## config.mk

```make
export PLATFORM = sky130hd
export DESIGN_NAME = tcw_ctrl
export DESIGN_NICKNAME = d
export VERILOG_FILES = /design/src/hdl/tcw_pkg.sv /design/src/hdl/tcw_ctrl.sv
export VERILOG_INCLUDE_DIRS = /design/src /design/src/hdl
export SDC_FILE = /design/constraint.sdc
export NUM_CORES = 1
export LEC_CHECK = 0
export CORE_AREA = 2 2 39 41
export CTS_BUF_LIST = sky130_fd_sc_hd__clkbuf_4
export DETAILED_ROUTE_END_ITERATION = 12
export DIE_AREA = 0 0 41 43
export DONT_BUFFER_PORTS = 1
export GPL_TIMING_DRIVEN = 1
export PLACE_DENSITY = 0.44
export SLEW_MARGIN = 20
export SYNTH_ARGS = -nofsm -noshare
export SYNTH_HDL_FRONTEND = slang
export SYNTH_SLANG_ARGS = --single-unit
```

## constraint.sdc

```tcl
create_clock -name clk_i -period 0.98 [get_ports clk_i]
set_input_delay 0.196 -clock clk_i [delete_from_list [all_inputs] [get_ports clk_i]]
set_output_delay 0.196 -clock clk_i [all_outputs]
set_load 0.02 [all_outputs]
```

## src/hdl/assert_macros.svh

```systemverilog
// Assertion helpers shared by the RTL; they compile to nothing in synthesis.
`ifndef ASSERT_MACROS_SVH
`define ASSERT_MACROS_SVH

`ifndef SYNTHESIS

// Property checked on every rising edge outside reset.
`define ASSERT_PROP(lbl, clk, rstn, prop, msg) \
  lbl: assert property (@(posedge clk) disable iff (!(rstn)) (prop)) else $error(msg);

// Condition that must never hold outside reset.
`define ASSERT_NEVER(lbl, clk, rstn, cond, msg) \
  lbl: assert property (@(posedge clk) disable iff (!(rstn)) !(cond)) else $error(msg);

`else

`define ASSERT_PROP(lbl, clk, rstn, prop, msg)
`define ASSERT_NEVER(lbl, clk, rstn, cond, msg)

`endif

`endif

```

## src/hdl/tcw_pkg.sv

```systemverilog
package tcw_pkg;

  // fixed field widths
  localparam int OP_W   = 2;
  localparam int CHAR_W = 8;
  localparam int IDX_W  = 11;
  localparam int WORD_W = 16;
  localparam int COL_W  = 7;
  localparam int ROW_W  = 5;
  localparam int OFF_W  = 11;

  localparam logic [CHAR_W-1:0] CHAR_BS    = 8'h08;
  localparam logic [CHAR_W-1:0] CHAR_TAB   = 8'h09;
  localparam logic [CHAR_W-1:0] CHAR_LF    = 8'h0A;
  localparam logic [CHAR_W-1:0] CHAR_CR    = 8'h0D;
  localparam logic [CHAR_W-1:0] CHAR_SPACE = 8'h20;
  localparam logic [CHAR_W-1:0] RESET_ATTR = 8'h0F;
  localparam int                TAB_STOP   = 8;

  typedef enum logic [OP_W-1:0] {
    OP_PUT   = 2'd0,
    OP_CLEAR = 2'd1,
    OP_READ  = 2'd2
  } tcw_op_e;

  typedef enum logic [2:0] {
    ST_WIPE,
    ST_IDLE,
    ST_EXEC,
    ST_SCROLL,
    ST_FILL,
    ST_RESP
  } tcw_state_e;

  typedef struct packed {
    logic capture;      // latch the incoming item
    logic exec;         // apply the operation to cursor / memory
    logic ptr_zero;
    logic ptr_step;
    logic scroll_move;  // copy cell ptr+COLUMNS down to ptr
    logic fill_write;   // write blank at ptr
    logic fill_reset;   // blank uses the reset attribute
    logic out_load;
  } tcw_cmd_t;

  typedef struct packed {
    logic [OP_W-1:0] op;
    logic            need_scroll;
    logic            scroll_end;
    logic            fill_end;
    logic            out_free;
  } tcw_sts_t;

endpackage

```

## src/hdl/tcw_ctrl.sv

```systemverilog
`include "assert_macros.svh"

module tcw_ctrl (
  input  logic              clk_i,
  input  logic              rst_ni,
  input  logic              in_valid_i,
  output logic              in_ready_o,
  input  tcw_pkg::tcw_sts_t sts_i,
  output tcw_pkg::tcw_cmd_t cmd_o
);

  import tcw_pkg::*;

  tcw_state_e state_q, state_d;

  always_ff @(posedge clk_i or negedge rst_ni) begin
    if (!rst_ni) begin
      state_q <= ST_WIPE;
    end else begin
      state_q <= state_d;
    end
  end

  // next state
  always_comb begin
    state_d = state_q;
    case (state_q)
      ST_WIPE: begin
        if (sts_i.fill_end) state_d = ST_IDLE;
      end
      ST_IDLE: begin
        if (in_valid_i) state_d = ST_EXEC;
      end
      ST_EXEC: begin
        if (sts_i.op == OP_CLEAR) begin
          state_d = ST_FILL;
        end else if (sts_i.op == OP_PUT && sts_i.need_scroll) begin
          state_d = ST_SCROLL;
        end else if (sts_i.out_free) begin
          state_d = ST_IDLE;
        end else begin
          state_d = ST_RESP;
        end
      end
      ST_SCROLL: begin
        if (sts_i.scroll_end) state_d = ST_FILL;
      end
      ST_FILL: begin
        if (sts_i.fill_end) state_d = ST_RESP;
      end
      ST_RESP: begin
        if (sts_i.out_free) state_d = ST_IDLE;
      end
      default: state_d = ST_IDLE;
    endcase
  end

  // outputs
  always_comb begin
    cmd_o      = '0;
    in_ready_o = 1'b0;
    case (state_q)
      ST_WIPE: begin
        cmd_o.fill_write = 1'b1;
        cmd_o.fill_reset = 1'b1;
        cmd_o.ptr_step   = !sts_i.fill_end;
      end
      ST_IDLE: begin
        in_ready_o    = 1'b1;
        cmd_o.capture = in_valid_i;
      end
      ST_EXEC: begin
        cmd_o.exec     = 1'b1;
        cmd_o.ptr_zero = 1'b1;
        if (sts_i.op != OP_CLEAR && !(sts_i.op == OP_PUT && sts_i.need_scroll)) begin
          cmd_o.out_load = sts_i.out_free;
        end
      end
      ST_SCROLL: begin
        cmd_o.scroll_move = 1'b1;
        cmd_o.ptr_step    = !sts_i.scroll_end;
      end
      ST_FILL: begin
        cmd_o.fill_write = 1'b1;
        cmd_o.ptr_step   = !sts_i.fill_end;
      end
      ST_RESP: begin
        cmd_o.out_load = sts_i.out_free;
      end
      default: ;
    endcase
  end

  `ASSERT_PROP(a_load_free, clk_i, rst_ni, cmd_o.out_load |-> sts_i.out_free, "result load over a pending result")
  `ASSERT_PROP(a_wipe_once, clk_i, rst_ni, state_q != ST_WIPE |=> state_q != ST_WIPE, "reset wipe re-entered")

endmodule

```

**Word level (Yosys, flattened, before mapping)**

Cells that the tools add are included.

- Bits in latches: 0
- Word-level logic and storage cells: 40
- Input port bits: 9
- Register bits: 3
- Memories: 0
- RAM bits: 0
- Memory bits (read-only): 0
- Output and inout port bits: 9

- Add/subtract/negate cells: 0
- Bitwise logic cells: 0
- Mux-type cells: 18
- Divide/modulo/power cells: 0
- Equality and inequality tests: 12
- $lt $le $gt $ge: 0
- Reduce and logical (&&, ||, !) cells: 9
- Shift operators: 0
- Multipliers: 0

Operator list:

| operator | number |
|---|---|
| 3-bit 2-to-1 mux | 8 |
| 3-bit one-hot mux with 6 select lines | 1 |
| 2-bit inequality test (second input constant) | 5 |
| 3-bit by 2-bit == test with 1-bit output (second input constant) | 2 |
| 3-bit == test (second input constant) | 2 |
| 1-bit 2-to-1 mux | 6 |
| 5-bit AND reduction | 1 |
| 1-bit one-hot mux with 2 select lines | 2 |
| 3-bit by 1-bit == test with 1-bit output (second input constant) | 1 |
| 1-bit logical NOT | 3 |
| 3-bit logical NOT | 1 |
| 2-bit by 1-bit == test with 1-bit output (second input constant) | 1 |
| 1-bit logical AND | 2 |
| 2-bit logical NOT | 1 |
| 2-bit 2-to-1 mux | 1 |
| 2-bit by 1-bit inequality test with 1-bit output (second input constant) | 1 |
| 2-bit OR reduction | 1 |

**Depth between registers and ports, before layout**

- Depth in word-level cells: 6
- Gate-level depth with buffers: 4
- Depth with buffers taken out: 3

**Least setup slack after synthesis**

OpenSTA, ideal clock, no wires.

- Path kind: register -> output
- From: reg state_q[2]
- To: out cmd_o[0] in the netlist's numbering
- Buffers on the path: 0
- Cell stages (with the launch flop): 4
- Arrival time: 1.381 ns
- Required time: 0.784 ns
- Setup slack: -0.597 ns
- Cells stage by stage: dfrtp_1 -> nor3b_2 -> o21ai_1 -> a21oi_1

RTL lines:

| item | RTL line | RTL |
|---|---|---|
| from (decl) | tcw_ctrl.sv:14 | `tcw_state_e state_q, state_d;` |
| from (signal assigned) | tcw_ctrl.sv:20 | `state_q <= state_d;` |
| to (decl) | tcw_ctrl.sv:9 | `output tcw_pkg::tcw_cmd_t cmd_o` |

==> impl_metrics.env <==
export IMPL_tightest_slew_ps=413
export IMPL_drc_errors=0
export IMPL_cpLargestDelayFamily="flip-flops"
export IMPL_synth_top_area_share_pct=26.1
export IMPL_via_count=319
export IMPL_synth_flop_cell="dfrtp_1"
export IMPL_globalplace_congestion=0.786
export IMPL_yosysWarnings=0
export IMPL_reg_top3="state_q (3)"
export IMPL_initial_utilization_pct=20.8
export IMPL_yosys_cell_types_count=23
export IMPL_drt_pre_antenna_iters=3
export IMPL_cts_root_buf="clkbuf_4"
export IMPL_insertion_delay_ps=230
export IMPL_synth_area_top_cells="dfrtp_1 (26%), nor3b_2 (8.7%), a21oi_1 (5.2%)"
export IMPL_synth_edf_count=0
export IMPL_vdd_drop_max_uv=910
export IMPL_async_flop_share_pct=100
export IMPL_drt_wl_total_microns=841
export IMPL_max_freq_mhz=695
export IMPL_synth_area_per_cell_sq_um=7.99
export IMPL_antennaDiodeCount=0
export IMPL_maxCapViolations=0
export IMPL_ios=18
export IMPL_grt_pass1_wl_microns=1370
export IMPL_status="complete, but fails checks"
export IMPL_final_util_pct=37.0
export IMPL_die_x_microns=41
export IMPL_numClockSinks=3
export IMPL_violations="setup timing"
export IMPL_layout_min_cycle_time_ps=1440
export IMPL_pre_cts_ws_ps=-263
export IMPL_synth_nets=45
export IMPL_reg2reg_slack_ps=-380
export IMPL_worst_path_max_fanout=3
export IMPL_final_cell_mix="buf_4 (13), clkbuf_4 (4), nor2_1 (3), nand2_1 (3), dfrtp_2 (3)"
export IMPL_cp_data_required_time_ps=780
export IMPL_final_common_cell="buf_4"
export IMPL_grt_antenna_before_repair=0
export IMPL_slew_viol_final=0
export IMPL_drt_initial_drc_count=3
export IMPL_slew_headroom_pct=72.3
export IMPL_setup_ws_ps=-459
export IMPL_regMostFlops="state_q"
export IMPL_clock_path_buffers=2
export IMPL_powerDensity_mw_per_mm2=3700
export IMPL_syn_inst=36
export IMPL_clk_pin_slew_ps=40
export IMPL_viasPerCell=4.56
export IMPL_ys_ff_latch=3
export IMPL_path_buf_inv=1
export IMPL_grt_max_degree=8
export IMPL_dp_hpwl_microns=630
export IMPL_track_usage_pct=11.5
export IMPL_final_hold_viol_count=0
export IMPL_drive_gt1_share_pct=64.8
export IMPL_io_buffers=0
export IMPL_area_growth_synth_to_final_pct=77.8
export IMPL_endpoint_kind="output port"
export IMPL_p_leak_nw=0.226
export IMPL_fin_crit_sh_pct=147
export IMPL_grt_overflow_total=0
export IMPL_core_area_sq_mm=0.00138
export IMPL_numCtsBuffers=3
export IMPL_die_y_microns=43
export IMPL_dieArea_sq_mm=0.00176
export IMPL_yosysSeqAreaShare_pct=26.1
export IMPL_path_cells="nor3b_4 > o21ai_1 > a21oi_2 > buf_4"
export IMPL_fin_nets=64
export IMPL_synth_area_sq_um=288
export IMPL_first_global_vias=326
export IMPL_floorplan_rows=14
export IMPL_cp_slowest_cell="dfrtp_2"
export IMPL_skew_ps=3.10
export IMPL_finalSetupViolCount=12
export IMPL_slowest_delay_ps=420
export IMPL_cts_tree="yes"
export IMPL_yosys_area_top_type="dfrtp_1"
export IMPL_startpoint_type="flip-flop"
export IMPL_min_path_type="input port to flip-flop"
export IMPL_arrival_ps=1240
export IMPL_largest_reg_flops=3
export IMPL_grt_setup_unrepaired="yes"
export IMPL_ant_nets=0
export IMPL_h_tree_depth=1
export IMPL_wire_per_inst_microns=12.0
export IMPL_critPathKind="flip-flop to output port"
==> cells in the mapped netlist (2+ instances only) <==
| cell type | count |
|---|---|
| nor3b_2 | 2 |
| nor2b_1 | 2 |
| o31ai_1 | 2 |
| a21oi_1 | 3 |
| nor2_1 | 3 |
| inv_1 | 2 |
| dfrtp_1 | 3 |
| nand2_1 | 4 |
==> cell type report <==
type	instances	area (sq um)
inverter	3	11.3
multi-input combinational	27	226
sequential	3	78.8
tap	16	20.0
timing repair buffer	17	145
clock buffer	4	30.0
fill	150	872
==> worst paths after layout <==
kind,from,cells past startpoint,end
worst max-delay path,state_q[2],4,cmd_o[0]
worst min-delay path,sts_i[2],2,state_q[0]
worst max register to register,state_q[2],6,state_q[0]
worst min register to register,state_q[2],3,state_q[2]
max in group asynchronous,rst_ni,1,state_q[2]
min in group asynchronous,rst_ni,1,state_q[0]
==> routing by layer <==
| layer | part of all wire [%] | GRT usage, % | up-vias |
|---|---|---|---|
| li1 | - | - | 159 |
| met3 | 8.0 | 4.19 | 2 |
| met1 | 42 | 14.6 | 144 |
| met4 | 1.5 | 6.67 | 0 |
| met2 | 48 | 15.9 | 14 |
| met5 | 0 | 0 | - |
==> worst reg2reg max path, stage by stage, from the launching register on <==
cell     delay, ps
dfrtp_2        420
buf_4          140
nor3b_2        200
nand2_1        110
buf_4          150
buf_4          120
o211a_1        100
==> stage by stage <==
step           cell area [sq um]  hold slack, ps  setup TNS (ps)  power (W)  instances
6_report                     512             194           -4270    0.00190         70
5_1_grt                      512             214           -4920    0.00204         70
4_1_cts                      483             172           -4320    0.00179         69
3_5_place_dp                 400           -99.5           -1990    0.00138         61
3_3_place_gp                 400           -99.5           -1980    0.00137         61
2_1_floorplan                320           -99.6           -1790    0.00106         36
==> kinds of logic after synthesis <==
| family | count (synthesis) | synth area share, % |
|---|---|---|
| compound gates | 10 | 22.6 |
| simple gates | 17 | 39.1 |
| buf+inv | 6 | 12.2 |
| flops | 3 | 26.1 |
==> power by group <==
part | leakage (nW) | internal, W | switching (W)
clock network | 0.0184 | 0.000180 | 0.0000657
registers | 0.0334 | 0.000199 | 0.0000868
logic | 0.174 | 0.000685 | 0.000679
==> timing repair <==
action                                  CTS  global route
hold buffers                              1             0
endpoints found under the hold margin     3             0
buffers inserted                          3             1
pin swaps                                 1             1
gates resized for setup                   7             6
endpoints found under the setup margin   12            12
Power figures use the tool's default switching activity.
